<file path="config.mk">
export PLATFORM = sky130hd
export DESIGN_NAME = datetime_interval_alarm_core
export DESIGN_NICKNAME = d
export VERILOG_FILES = /design/src/dia_pkg.sv /design/src/datetime_interval_alarm_core.sv /design/src/dia_cfg.sv /design/src/dia_calc.sv
export SDC_FILE = /design/constraint.sdc
export NUM_CORES = 1
export LEC_CHECK = 0
export BUFFER_PORTS_ARGS = -buffer_cell sky130_fd_sc_hd__buf_2
export CAP_MARGIN = 30
export CORE_MARGIN = 1
export CORE_UTILIZATION = 35
export CTS_CLUSTER_DIAMETER = 80
export CTS_CLUSTER_SIZE = 12
export DETAILED_ROUTE_END_ITERATION = 8
export GPL_TIMING_DRIVEN = 0
export PLACE_DENSITY = 0.55
export SYNTH_ARGS = -nofsm -noshare
export SYNTH_HDL_FRONTEND = slang
export SYNTH_HIERARCHICAL = 1
export SYNTH_SLANG_ARGS = --single-unit
export TNS_END_PERCENT = 5
</file>
<file path="constraint.sdc">
create_clock -name i_clk -period 8.9 [get_ports i_clk]
set_input_delay 1.78 -clock i_clk [delete_from_list [all_inputs] [get_ports i_clk]]
set_output_delay 1.78 -clock i_clk [all_outputs]
set_load 0.05 [all_outputs]
</file>
<file path="src/dia_pkg.sv">
// ----------------------------------------------------------------------------
// dia_pkg
// Shared types, constants and calendar helpers for the interval alarm core.
// ----------------------------------------------------------------------------
`timescale 1ns / 1ps

package dia_pkg;

    localparam int YEAR_W    = 14;
    localparam int MONTH_W   = 4;
    localparam int DAY_W     = 5;
    localparam int WEEKDAY_W = 3;
    localparam int HOUR_W    = 5;
    localparam int MINUTE_W  = 6;
    localparam int SECOND_W  = 6;
    localparam int CFG_W     = 8;
    localparam int ADD_H_W   = 3;

    localparam int MIN_PER_HOUR    = 60;
    localparam int MAX_MINUTE      = 59;
    localparam int MAX_HOUR        = 23;
    localparam int HOUR_PER_DAY    = 24;
    localparam int MAX_WEEKDAY     = 6;
    localparam int MONTH_PER_YEAR  = 12;
    localparam int FEB_DAYS        = 28;
    localparam int INTERVAL_MAX    = 240;
    localparam int INTERVAL_RESET  = 60;

    localparam logic [MONTH_W-1:0] MON_FEB = 4'd2;
    localparam logic [MONTH_W-1:0] MON_APR = 4'd4;
    localparam logic [MONTH_W-1:0] MON_JUN = 4'd6;
    localparam logic [MONTH_W-1:0] MON_SEP = 4'd9;
    localparam logic [MONTH_W-1:0] MON_NOV = 4'd11;

    typedef struct packed {
        logic [YEAR_W-1:0]    year;
        logic [MONTH_W-1:0]   month;
        logic [DAY_W-1:0]     day;
        logic [WEEKDAY_W-1:0] weekday;
        logic [HOUR_W-1:0]    hour;
        logic [MINUTE_W-1:0]  minute;
        logic [SECOND_W-1:0]  second;
    } t_time;

    typedef struct packed {
        logic [ADD_H_W-1:0]  hours;
        logic [MINUTE_W-1:0] minutes;
    } t_interval;

    function automatic logic [DAY_W-1:0] month_length(
        input logic [YEAR_W-1:0]  year,
        input logic [MONTH_W-1:0] month
    );
        logic [DAY_W-1:0] len;
        if (month == MON_APR || month == MON_JUN || month == MON_SEP ||
            month == MON_NOV) begin
            len = DAY_W'(FEB_DAYS + 2);
        end else if (month == MON_FEB) begin
            len = (year[1:0] == 2'b00) ? DAY_W'(FEB_DAYS + 1) : DAY_W'(FEB_DAYS);
        end else begin
            len = DAY_W'(FEB_DAYS + 3);
        end
        return len;
    endfunction

endpackage

</file>
<file path="src/datetime_interval_alarm_core.sv">
// ----------------------------------------------------------------------------
// datetime_interval_alarm_core
// Calendar alarm: compares each time sample with the next-due time and
// optionally reschedules it by the configured interval.
// ----------------------------------------------------------------------------
// channel  dir  handshake                 payload
// in       in   i_in_valid / o_in_stall   i_func, i_now_*
// out      out  o_out_valid / i_out_stall o_due, o_next_*_out
// cfg      in   i_cfg_valid / o_cfg_ready i_cfg_data (interval minutes)
//
// One beat per cycle sustained while the output is not stalled; an accepted
// beat reaches the output through the input register, then the result register.
// The next-due time updates as a beat moves into the result register, so
// the following beat compares against it with no bubble.
// Reset (synchronous, active low) empties both stages, clears next-due and
// sets the interval to 60 minutes. The input stalls only when both stages
// are full and the output is stalled.
// ----------------------------------------------------------------------------
`timescale 1ns / 1ps

module datetime_interval_alarm_core (
    input  logic                          i_clk,
    input  logic                          i_rst_n,
    input  logic                          i_in_valid,
    output logic                          o_in_stall,
    input  logic                          i_func,
    input  logic [dia_pkg::YEAR_W-1:0]    i_now_year,
    input  logic [dia_pkg::MONTH_W-1:0]   i_now_month,
    input  logic [dia_pkg::DAY_W-1:0]     i_now_day,
    input  logic [dia_pkg::WEEKDAY_W-1:0] i_now_weekday,
    input  logic [dia_pkg::HOUR_W-1:0]    i_now_hour,
    input  logic [dia_pkg::MINUTE_W-1:0]  i_now_minute,
    input  logic [dia_pkg::SECOND_W-1:0]  i_now_second,
    output logic                          o_out_valid,
    input  logic                          i_out_stall,
    output logic                          o_due,
    output logic [dia_pkg::YEAR_W-1:0]    o_next_year_out,
    output logic [dia_pkg::MONTH_W-1:0]   o_next_month_out,
    output logic [dia_pkg::DAY_W-1:0]     o_next_day_out,
    output logic [dia_pkg::WEEKDAY_W-1:0] o_next_weekday_out,
    output logic [dia_pkg::HOUR_W-1:0]    o_next_hour_out,
    output logic [dia_pkg::MINUTE_W-1:0]  o_next_minute_out,
    output logic [dia_pkg::SECOND_W-1:0]  o_next_second_out,
    input  logic                          i_cfg_valid,
    output logic                          o_cfg_ready,
    input  logic [dia_pkg::CFG_W-1:0]     i_cfg_data
);
    import dia_pkg::*;

    logic       r_in_valid;
    logic       r_in_func;
    t_time      r_in_now;
    t_time      r_due_at;
    logic       r_out_valid;
    logic       r_out_due;
    t_time      r_out_next;
    t_interval  interval;
    logic       calc_due;
    t_time      n_due_at;
    logic       advance;
    logic       in_take;

    assign o_cfg_ready = 1'b1;

    dia_cfg u_cfg (
        .i_clk      (i_clk),
        .i_rst_n    (i_rst_n),
        .i_wr_en    (i_cfg_valid),
        .i_wr_data  (i_cfg_data),
        .o_interval (interval)
    );

    dia_calc u_calc (
        .i_func     (r_in_func),
        .i_now      (r_in_now),
        .i_due_at   (r_due_at),
        .i_interval (interval),
        .o_due      (calc_due),
        .o_next     (n_due_at)
    );

    assign advance    = r_in_valid && (!r_out_valid || !i_out_stall);
    assign o_in_stall = r_in_valid && r_out_valid && i_out_stall;
    assign in_take    = i_in_valid && !o_in_stall;

    always_ff @(posedge i_clk) begin
        if (!i_rst_n) begin
            r_in_valid  <= 1'b0;
            r_out_valid <= 1'b0;
            r_due_at    <= '0;
        end else begin
            if (in_take) begin
                r_in_valid <= 1'b1;
            end else if (advance) begin
                r_in_valid <= 1'b0;
            end
            if (advance) begin
                r_out_valid <= 1'b1;
                r_due_at    <= n_due_at;
            end else if (!i_out_stall) begin
                r_out_valid <= 1'b0;
            end
        end
    end

    always_ff @(posedge i_clk) begin
        if (in_take) begin
            r_in_func        <= i_func;
            r_in_now.year    <= i_now_year;
            r_in_now.month   <= i_now_month;
            r_in_now.day     <= i_now_day;
            r_in_now.weekday <= i_now_weekday;
            r_in_now.hour    <= i_now_hour;
            r_in_now.minute  <= i_now_minute;
            r_in_now.second  <= i_now_second;
        end
        if (advance) begin
            r_out_due  <= calc_due;
            r_out_next <= n_due_at;
        end
    end

    assign o_out_valid        = r_out_valid;
    assign o_due              = r_out_due;
    assign o_next_year_out    = r_out_next.year;
    assign o_next_month_out   = r_out_next.month;
    assign o_next_day_out     = r_out_next.day;
    assign o_next_weekday_out = r_out_next.weekday;
    assign o_next_hour_out    = r_out_next.hour;
    assign o_next_minute_out  = r_out_next.minute;
    assign o_next_second_out  = r_out_next.second;

endmodule

</file>
<file path="src/dia_cfg.sv">
// ----------------------------------------------------------------------------
// dia_cfg
// Interval register: clamps writes and keeps the value as hours and minutes.
// ----------------------------------------------------------------------------
`timescale 1ns / 1ps

module dia_cfg (
    input  logic                      i_clk,
    input  logic                      i_rst_n,
    input  logic                      i_wr_en,
    input  logic [dia_pkg::CFG_W-1:0] i_wr_data,
    output dia_pkg::t_interval        o_interval
);
    import dia_pkg::*;

    t_interval         r_interval;
    t_interval         n_interval;
    logic [CFG_W-1:0]  clamped;
    logic [CFG_W-1:0]  rem;

    always_comb begin
        clamped = (i_wr_data > CFG_W'(INTERVAL_MAX)) ? CFG_W'(INTERVAL_MAX) : i_wr_data;
        priority if (clamped >= CFG_W'(4 * MIN_PER_HOUR)) begin
            n_interval.hours = ADD_H_W'(4);
            rem = clamped - CFG_W'(4 * MIN_PER_HOUR);
        end else if (clamped >= CFG_W'(3 * MIN_PER_HOUR)) begin
            n_interval.hours = ADD_H_W'(3);
            rem = clamped - CFG_W'(3 * MIN_PER_HOUR);
        end else if (clamped >= CFG_W'(2 * MIN_PER_HOUR)) begin
            n_interval.hours = ADD_H_W'(2);
            rem = clamped - CFG_W'(2 * MIN_PER_HOUR);
        end else if (clamped >= CFG_W'(MIN_PER_HOUR)) begin
            n_interval.hours = ADD_H_W'(1);
            rem = clamped - CFG_W'(MIN_PER_HOUR);
        end else begin
            n_interval.hours = ADD_H_W'(0);
            rem = clamped;
        end
        n_interval.minutes = rem[MINUTE_W-1:0];
    end

    always_ff @(posedge i_clk) begin
        if (!i_rst_n) begin
            r_interval.hours   <= ADD_H_W'(INTERVAL_RESET / MIN_PER_HOUR);
            r_interval.minutes <= MINUTE_W'(INTERVAL_RESET % MIN_PER_HOUR);
        end else if (i_wr_en) begin
            r_interval <= n_interval;
        end
    end

    assign o_interval = r_interval;

endmodule

</file>
<file path="src/dia_calc.sv">
// ----------------------------------------------------------------------------
// dia_calc
// Compare against next-due time and compute the rescheduled next-due time.
// ----------------------------------------------------------------------------
`timescale 1ns / 1ps

module dia_calc (
    input  logic               i_func,
    input  dia_pkg::t_time     i_now,
    input  dia_pkg::t_time     i_due_at,
    input  dia_pkg::t_interval i_interval,
    output logic               o_due,
    output dia_pkg::t_time     o_next
);
    import dia_pkg::*;

    logic [MINUTE_W:0]    mi_sum;
    logic [HOUR_W:0]      h_sum;
    logic [DAY_W:0]       d_sum;
    logic [WEEKDAY_W:0]   wd_sum;
    logic [MONTH_W:0]     mo_sum;
    logic [DAY_W-1:0]     len;
    logic                 carry_m;
    logic                 carry_h;
    logic                 carry_d;
    logic                 carry_mo;
    logic [MINUTE_W:0]    mi_fix;
    logic [HOUR_W:0]      h_fix;
    logic [DAY_W:0]       d_fix;
    logic [MONTH_W:0]     mo_fix;
    t_time                sched;

    always_comb begin
        priority if (i_now.year != i_due_at.year) begin
            o_due = i_now.year > i_due_at.year;
        end else if (i_now.month != i_due_at.month) begin
            o_due = i_now.month > i_due_at.month;
        end else if (i_now.day != i_due_at.day) begin
            o_due = i_now.day > i_due_at.day;
        end else if (i_now.hour != i_due_at.hour) begin
            o_due = i_now.hour > i_due_at.hour;
        end else if (i_now.minute != i_due_at.minute) begin
            o_due = i_now.minute > i_due_at.minute;
        end else begin
            o_due = i_now.second > i_due_at.second;
        end
    end

    always_comb begin
        mi_sum  = {1'b0, i_now.minute} + {1'b0, i_interval.minutes};
        carry_m = mi_sum > (MINUTE_W+1)'(MAX_MINUTE);
        mi_fix  = carry_m ? mi_sum - (MINUTE_W+1)'(MIN_PER_HOUR) : mi_sum;

        h_sum   = {1'b0, i_now.hour} + (HOUR_W+1)'(carry_m)
                + (HOUR_W+1)'(i_interval.hours);
        carry_h = h_sum > (HOUR_W+1)'(MAX_HOUR);
        h_fix   = carry_h ? h_sum - (HOUR_W+1)'(HOUR_PER_DAY) : h_sum;

        d_sum   = {1'b0, i_now.day} + (DAY_W+1)'(carry_h);
        wd_sum  = {1'b0, i_now.weekday} + (WEEKDAY_W+1)'(carry_h);

        len     = month_length(i_now.year, i_now.month);
        carry_d = d_sum > {1'b0, len};
        d_fix   = carry_d ? d_sum - {1'b0, len} : d_sum;

        mo_sum   = {1'b0, i_now.month} + (MONTH_W+1)'(carry_d);
        carry_mo = mo_sum > (MONTH_W+1)'(MONTH_PER_YEAR);
        mo_fix   = carry_mo ? mo_sum - (MONTH_W+1)'(MONTH_PER_YEAR) : mo_sum;

        sched.year    = i_now.year + YEAR_W'(carry_mo);
        sched.month   = mo_fix[MONTH_W-1:0];
        sched.day     = d_fix[DAY_W-1:0];
        sched.weekday = (wd_sum > (WEEKDAY_W+1)'(MAX_WEEKDAY)) ? '0
                      : wd_sum[WEEKDAY_W-1:0];
        sched.hour    = h_fix[HOUR_W-1:0];
        sched.minute  = mi_fix[MINUTE_W-1:0];
        sched.second  = i_now.second;

        o_next = i_func ? sched : i_due_at;
    end

endmodule

</file>
==> impl_metrics.env, run 1 <==
export IMPL_met1_usage_pct=21.87
export IMPL_routed_via_density=4.909
export IMPL_numCtsBuffers=17
export IMPL_ys_warnings_count=6
export IMPL_cp_arrival_ns=8.55
export IMPL_synth_main_ff_cell="edfxtp_1"
export IMPL_num_nets_final=1016
export IMPL_cts_tree="built"
export IMPL_setup_worst_path_class="reg -> reg"
export IMPL_seq_area_frac_synth_pct=47.03
export IMPL_min_path_type="reg -> reg"
export IMPL_netlist_top_cells_area="edfxtp_1 33%, dfxtp_1 14%, ha_1 11%"
export IMPL_cts_buffer_depth=2
export IMPL_dr_pass1_iters=6
export IMPL_cts_clk_slew_worst_paths_ns=0.06
export IMPL_hold_ws_ns=0.4569
export IMPL_numPortBuffers=101
export IMPL_synth_enable_flop_cells=88
export IMPL_grt_pass1_wl_mm=30.14
export IMPL_violations="design-rule violations"
export IMPL_fill_cells=2178
export IMPL_critPathLaunchType="register"
export IMPL_dpl_cell_area_mm2=0.008801
export IMPL_worst_slack_ns=0.5173
export IMPL_fp_coreArea_mm2=0.02203
export IMPL_slowest_delay_ns=0.46
export IMPL_synth_xor_area_share_pct=2.876
export IMPL_synth_largest_area_cell="edfxtp_1"
export IMPL_grt_pass1_vias=5935
export IMPL_finalCriticalPeriod_ns=8.383
export IMPL_maxCapViolCount=0
export IMPL_required_ns=9.07
export IMPL_clock_latency_ns=0.42
export IMPL_gp_congestion=0.8484
export IMPL_status="complete, but fails checks"
export IMPL_hpwlAfterDp_mm=13.58
export IMPL_die_area_mm2=0.02323
export IMPL_relSlewSlack_pct=51.60
export IMPL_finalSetupTns_ns=0
export IMPL_syn_nets=893
export IMPL_synth_top_family_by_area="simple AND/OR/NAND/NOR gates"
export IMPL_met3_usage_pct=2.873
export IMPL_synthAdderAreaFrac_pct=11.73
export IMPL_slew_violations=0
export IMPL_ios=104
export IMPL_ys_async_sr_fraction_pct=0
export IMPL_p_leak_nw=3.822
export IMPL_post_route_drc_count=10
export IMPL_grt_max_degree=54
export IMPL_row_count=54
export IMPL_fin_skew_ns=0.005794
export IMPL_synth_simple_gate_area_share_pct=14.48
export IMPL_rsz0062_at_grt="no"
export IMPL_peakVddDrop_mv=0.1382
export IMPL_finalSetupViolations=0
export IMPL_cp_max_fo=6
export IMPL_cp_common_cell="ha_1"
export IMPL_post_route_period_util_pct=94.19
export IMPL_routedWlPerCell_um=15.56
export IMPL_groute_layer_met2_usage_pct=27.28
export IMPL_grt_busiest_layer="met2"
export IMPL_overflow=0
export IMPL_syn_area_mm2=0.007918
export IMPL_die_h_um=152.4
export IMPL_finalInstanceArea_mm2=0.009489
export IMPL_worst_pin_slew_ns=0.7260
export IMPL_clk_root_buffer_cell="clkbuf_16"
export IMPL_grt_usage_pct=16.55
export IMPL_synth_seq_cells=142
export IMPL_wl_mm=18.37
export IMPL_clock_sinks=142
export IMPL_synth_compound_area_share_pct=11.24
export IMPL_pre_cts_ws_ns=0.3231
export IMPL_via_count=5797
export IMPL_final_hold_viol_count=0
export IMPL_cp_end_kind="register"
export IMPL_ant_nets=0
export IMPL_synth_top_area_share_pct=33.38
export IMPL_fmax_ghz=0.1193
export IMPL_drt_iter0_markers=279
export IMPL_postSynthAreaPerCell_um2=10.35
export IMPL_synth_area_mux_share_pct=6.922
export IMPL_die_x_um=152.4
export IMPL_synthCells=765
export IMPL_diodes=0
export IMPL_area_growth_pct=19.85
export IMPL_cts_htree_levels=4
export IMPL_power_density_mw_per_mm2=195.4
export IMPL_rrSetupSlack_ns=0.52
export IMPL_crit_slowest_cell="fa_1"
export IMPL_ctsHoldBuffers=0
export IMPL_start_util_pct=35.95
export IMPL_antenna_found_initial=0
export IMPL_yosysUniqueCellTypes=69
export IMPL_drive_gt1_share_pct=19.20
[power breakdown]
part	leakage [nW]	internal, W	switching (W)	total (W)
combinational	2.22	0.000114	0.000194	0.000308
sequential	1.29	0.000744	0.0000251	0.000769
clock	0.312	0.000498	0.000279	0.000777
total	3.82	0.00136	0.000499	0.00185
[final timing paths]
kind	start	end	depth (start not counted)
worst max-delay path	r_in_now[6]$_DFFE_PP_	o_next_year_out[12]$_DFFE_PP_	35
worst min-delay path	r_due_at[2]$_SDFFE_PN0P_	r_due_at[2]$_SDFFE_PN0P_	2
worst max register to register	r_in_now[6]$_DFFE_PP_	o_next_year_out[12]$_DFFE_PP_	35
worst min register to register	r_due_at[2]$_SDFFE_PN0P_	r_due_at[2]$_SDFFE_PN0P_	2
[critical path, delay by kind of cell, from the launching register on]
| family | cells | cell delay (ns) |
|---|---|---|
| buffers and inverters | 4 | 0.41 |
| adder cells (fa/ha/maj) | 14 | 4.21 |
| AND/OR/NAND/NOR | 7 | 1.02 |
| multiplexers | 1 | 0.29 |
| XOR/XNOR | 3 | 0.62 |
| flip-flops | 1 | 0.39 |
| AO/OA/AOI/OAI | 6 | 1.23 |
[per-layer routing]
metal / vias to the layer above / routed length (um)
met4: 0 / 274
met3: 16 / 746
met5: - / 0
met2: 119 / 8305
met1: 2704 / 9045
li1: 2958 / -
[cell usage after synthesis (6+ instances only)]
library cell	n
a21oi_1	33
nand4_1	7
nor2b_1	11
xnor2_1	10
mux2_2	6
inv_1	61
o21ai_0	34
mux2i_1	48
nand3_1	26
and3_1	10
xor2_1	16
nor2_1	32
ha_1	67
nand2b_1	6
edfxtp_1	88
clkbuf_1	16
dfxtp_1	54
nor3_1	8
nand2_1	126
[area by class of cell]
class / count / area, um2 / area share, %
repair buffers: 104 / 540.5 / 5.696
flip-flops and latches: 142 / 3724 / 39.24
clock buffers: 18 / 429.2 / 4.523
clock inverters: 14 / 215.2 / 2.268
well taps: 280 / 350.3 / 3.692
inverters: 61 / 229.0 / 2.413
multi-input cells: 530 / 3780 / 39.83
plain buffers: 32 / 221.5 / 2.334
[timing repair]
action,in CTS,in global routing
endpoints found under the setup margin,0,9
resized for setup,0,5
buffers inserted,0,2
[kinds of logic after synthesis]
group                    after synthesis
AND/OR/NAND/NOR                      248
flip-flops                           142
AO/OA/AOI/OAI                        129
buffers and inverters                 93
adder cells (fa/ha/maj)               72
multiplexers                          54
XOR/XNOR                              26
other                                  1
[through the flow]
stage | power (W) | util, % | cells
2_1_floorplan | 0.0009997 | - | 765
3_3_place_gp | 0.001085 | 39.83 | 1146
3_5_place_dp | 0.001087 | 39.96 | 1147
4_1_cts | 0.001868 | 42.88 | 1179
5_1_grt | 0.001936 | 43.08 | 1181
6_report | 0.001854 | 43.08 | 1181
[placed cells by master (no fill, tap or decap), drive strengths merged, types with 34 or more instances in the layout]
cell,netlist,layout
edfxtp,88,88
inv,61,63
ha,67,67
clkbuf,16,34
mux2i,48,48
dfxtp,54,54
o21ai,38,38
buf,16,120
a21oi,34,34
nand2,126,126
[sequential cells by signal, summed over array words and instances, names as in the netlist, 4 cells and up]
name and count:
r_due_at 43, o_next_minute_out 6, r_in_now 43, o_next_month_out 4, o_next_day_out 5, o_next_second_out 6
o_next_hour_out 5, u_cfg/o_interval 9, o_next_year_out 14
No activity file was read; power rests on OpenSTA's default activity.
==> run 2, diff against run 1 <==
Settings changed: PLACE_DENSITY 0.55 to default, PLACE_DENSITY_LB_ADDON from default to 0.1.
==> run 2 against run 1 <==
Effect of this change:
- the flow still finishes with violations (design-rule violations)
- critical path depth increased by 2
- clock power increased by 6.3%
- total power increased by 2.6%
- critical endpoint is now r_due_at[39]$_SDFFE_PN0P_
==> impl_metrics.env, run 2 (same netlist as run 1, synthesis figures left out) <==
export IMPL_post_route_drc_count=10
export IMPL_diodes=0
export IMPL_hold_path_end="r_due_at[30]$_SDFFE_PN0P_"
export IMPL_cp_end_kind="register"
export IMPL_cp_max_fo=6
export IMPL_relSlewSlack_pct=49.19
export IMPL_total_power_w=0.001903
export IMPL_fin_skew_ns=0.01017
export IMPL_cp_common_cell="ha_1"
export IMPL_post_cts_buffers=0
export IMPL_peakVddDrop_mv=0.07853
export IMPL_drive_gt1_share_pct=18.91
export IMPL_via_count=5782
export IMPL_r2r_end="r_due_at[39]$_SDFFE_PN0P_"
export IMPL_maxCapViolCount=0
export IMPL_ctsHoldBuffers=0
export IMPL_fill_cells=2175
export IMPL_num_nets_final=1014
export IMPL_gp_congestion=0.8338
export IMPL_die_h_um=152.4
export IMPL_fp_coreArea_mm2=0.02203
export IMPL_finalSetupViolations=0
export IMPL_min_path_type="reg -> reg"
export IMPL_hpwlAfterDp_mm=13.96
export IMPL_die_x_um=152.4
export IMPL_critPathLaunchType="register"
export IMPL_cp_arrival_ns=8.69
export IMPL_cts_buffer_depth=2
export IMPL_antenna_found_initial=0
export IMPL_r2r_start="r_in_now[7]$_DFFE_PP_"
export IMPL_worst_pin_slew_ns=0.7621
export IMPL_routed_via_density=4.904
export IMPL_required_ns=9.25
export IMPL_wl_mm=19.18
export IMPL_die_area_mm2=0.02323
export IMPL_overflow=0
export IMPL_violations="design-rule violations"
export IMPL_grt_pass1_vias=5714
export IMPL_cts_htree_levels=4
export IMPL_r2r_cells=37
export IMPL_numPortBuffers=101
export IMPL_routedWlPerCell_um=16.26
export IMPL_grt_usage_pct=17.08
export IMPL_crit_slowest_cell="edfxtp_1"
export IMPL_final_cell_mix="126 x nand2_1, 106 x buf_2, 88 x edfxtp_1"
export IMPL_row_count=54
export IMPL_clk_root_buffer_cell="clkbuf_16"
export IMPL_p_leak_nw=3.822
export IMPL_grt_max_degree=54
export IMPL_final_common_cell="nand2_1"
export IMPL_cts_tree="built"
export IMPL_numCtsBuffers=17
export IMPL_start_util_pct=35.95
export IMPL_clock_latency_ns=0.43
export IMPL_dr_pass1_iters=7
export IMPL_cts_clk_slew_worst_paths_ns=0.06
export IMPL_rrSetupSlack_ns=0.56
export IMPL_status="complete, but fails checks"
export IMPL_finalCriticalPeriod_ns=8.339
export IMPL_power_density_mw_per_mm2=200.3
export IMPL_grt_pass1_wl_mm=30.71
export IMPL_hold_ws_ns=0.4570
export IMPL_drt_iter0_markers=299
export IMPL_ios=104
export IMPL_final_hold_viol_count=0
export IMPL_hold_path_startpoint="r_due_at[30]$_SDFFE_PN0P_"
export IMPL_min_delay_path_depth=2
export IMPL_post_route_period_util_pct=93.70
export IMPL_area_growth_pct=19.99
export IMPL_setup_worst_path_class="reg -> reg"
export IMPL_clock_sinks=142
export IMPL_slowest_delay_ns=0.47
export IMPL_ant_nets=0
export IMPL_slew_violations=0
export IMPL_fmax_ghz=0.1199
## run 2: area by class of cell
cell class	instances	area [um2]	area share, %
multi-input combinational	530	3774	39.72
clock inverter	13	234.0	2.463
inverter	61	229.0	2.410
buffer	32	221.5	2.331
sequential	142	3724	39.19
clock buffer	19	442.9	4.662
timing repair buffer	102	525.5	5.531
tap	280	350.3	3.688
## run 2: critical path, delay by kind of cell (launching register included)
| family | cells | cell delay (ns) |
|---|---|---|
| muxes | 1 | 0.13 |
| adders and majority gates | 13 | 3.92 |
| buffers and inverters | 3 | 0.29 |
| DFF | 1 | 0.47 |
| and+or+nand+nor | 9 | 1.13 |
| AOI/OAI and AO/OA | 8 | 1.77 |
| xor gates and xnor gates | 3 | 0.59 |
## run 2: routing by layer
layer / routed length (um) / part of all wire (%) / track usage (%)
met5: 0 / 0 / 0
met4: 150 / 0.78 / 4.519
met3: 722 / 3.8 / 3.441
met2: 8960 / 47 / 28.44
met1: 9343 / 49 / 22.55
## run 2: report_power, final
part	total, W	switching (W)	internal (W)
clock	0.000826	0.000291	0.000536
combinational	0.000308	0.000196	0.000112
sequential	0.000769	0.0000252	0.000743
## run 2: worst max path at each step
stage | startpoint | endpoint | slack, ns | depth (start not counted)
global placement | r_in_now[6]$_DFFE_PP_ | r_due_at[39]$_SDFFE_PN0P_ | 0.50 | 37
global route | r_in_now[7]$_DFFE_PP_ | r_due_at[39]$_SDFFE_PN0P_ | -0.02 | 40
CTS | r_in_now[6]$_DFFE_PP_ | r_due_at[39]$_SDFFE_PN0P_ | 0.41 | 37
detailed placement | r_in_now[6]$_DFFE_PP_ | r_due_at[39]$_SDFFE_PN0P_ | 0.45 | 37
finish | r_in_now[7]$_DFFE_PP_ | r_due_at[39]$_SDFFE_PN0P_ | 0.56 | 37
floorplan | r_in_now[6]$_DFFE_PP_ | o_next_year_out[12]$_DFFE_PP_ | 1.31 | 35
## run 2: timing repair
item	CTS	global route
resized for setup	0	3
endpoints found under the hold margin	0	0
endpoints found under the setup margin	0	5
## run 2: per-stage QoR
stage	util (%)	TNS [ns]	instance area [um2]	setup WS [ns]	instances
floorplan	-	0	7918	1.312	765
global placement	39.83	0	8773	0.4953	1146
detailed placement	39.96	0	8801	0.4482	1147
CTS	43.03	0	9478	0.4075	1179
global route	43.13	-0.02052	9500	-0.02052	1179
finish	43.13	0	9500	0.5611	1179
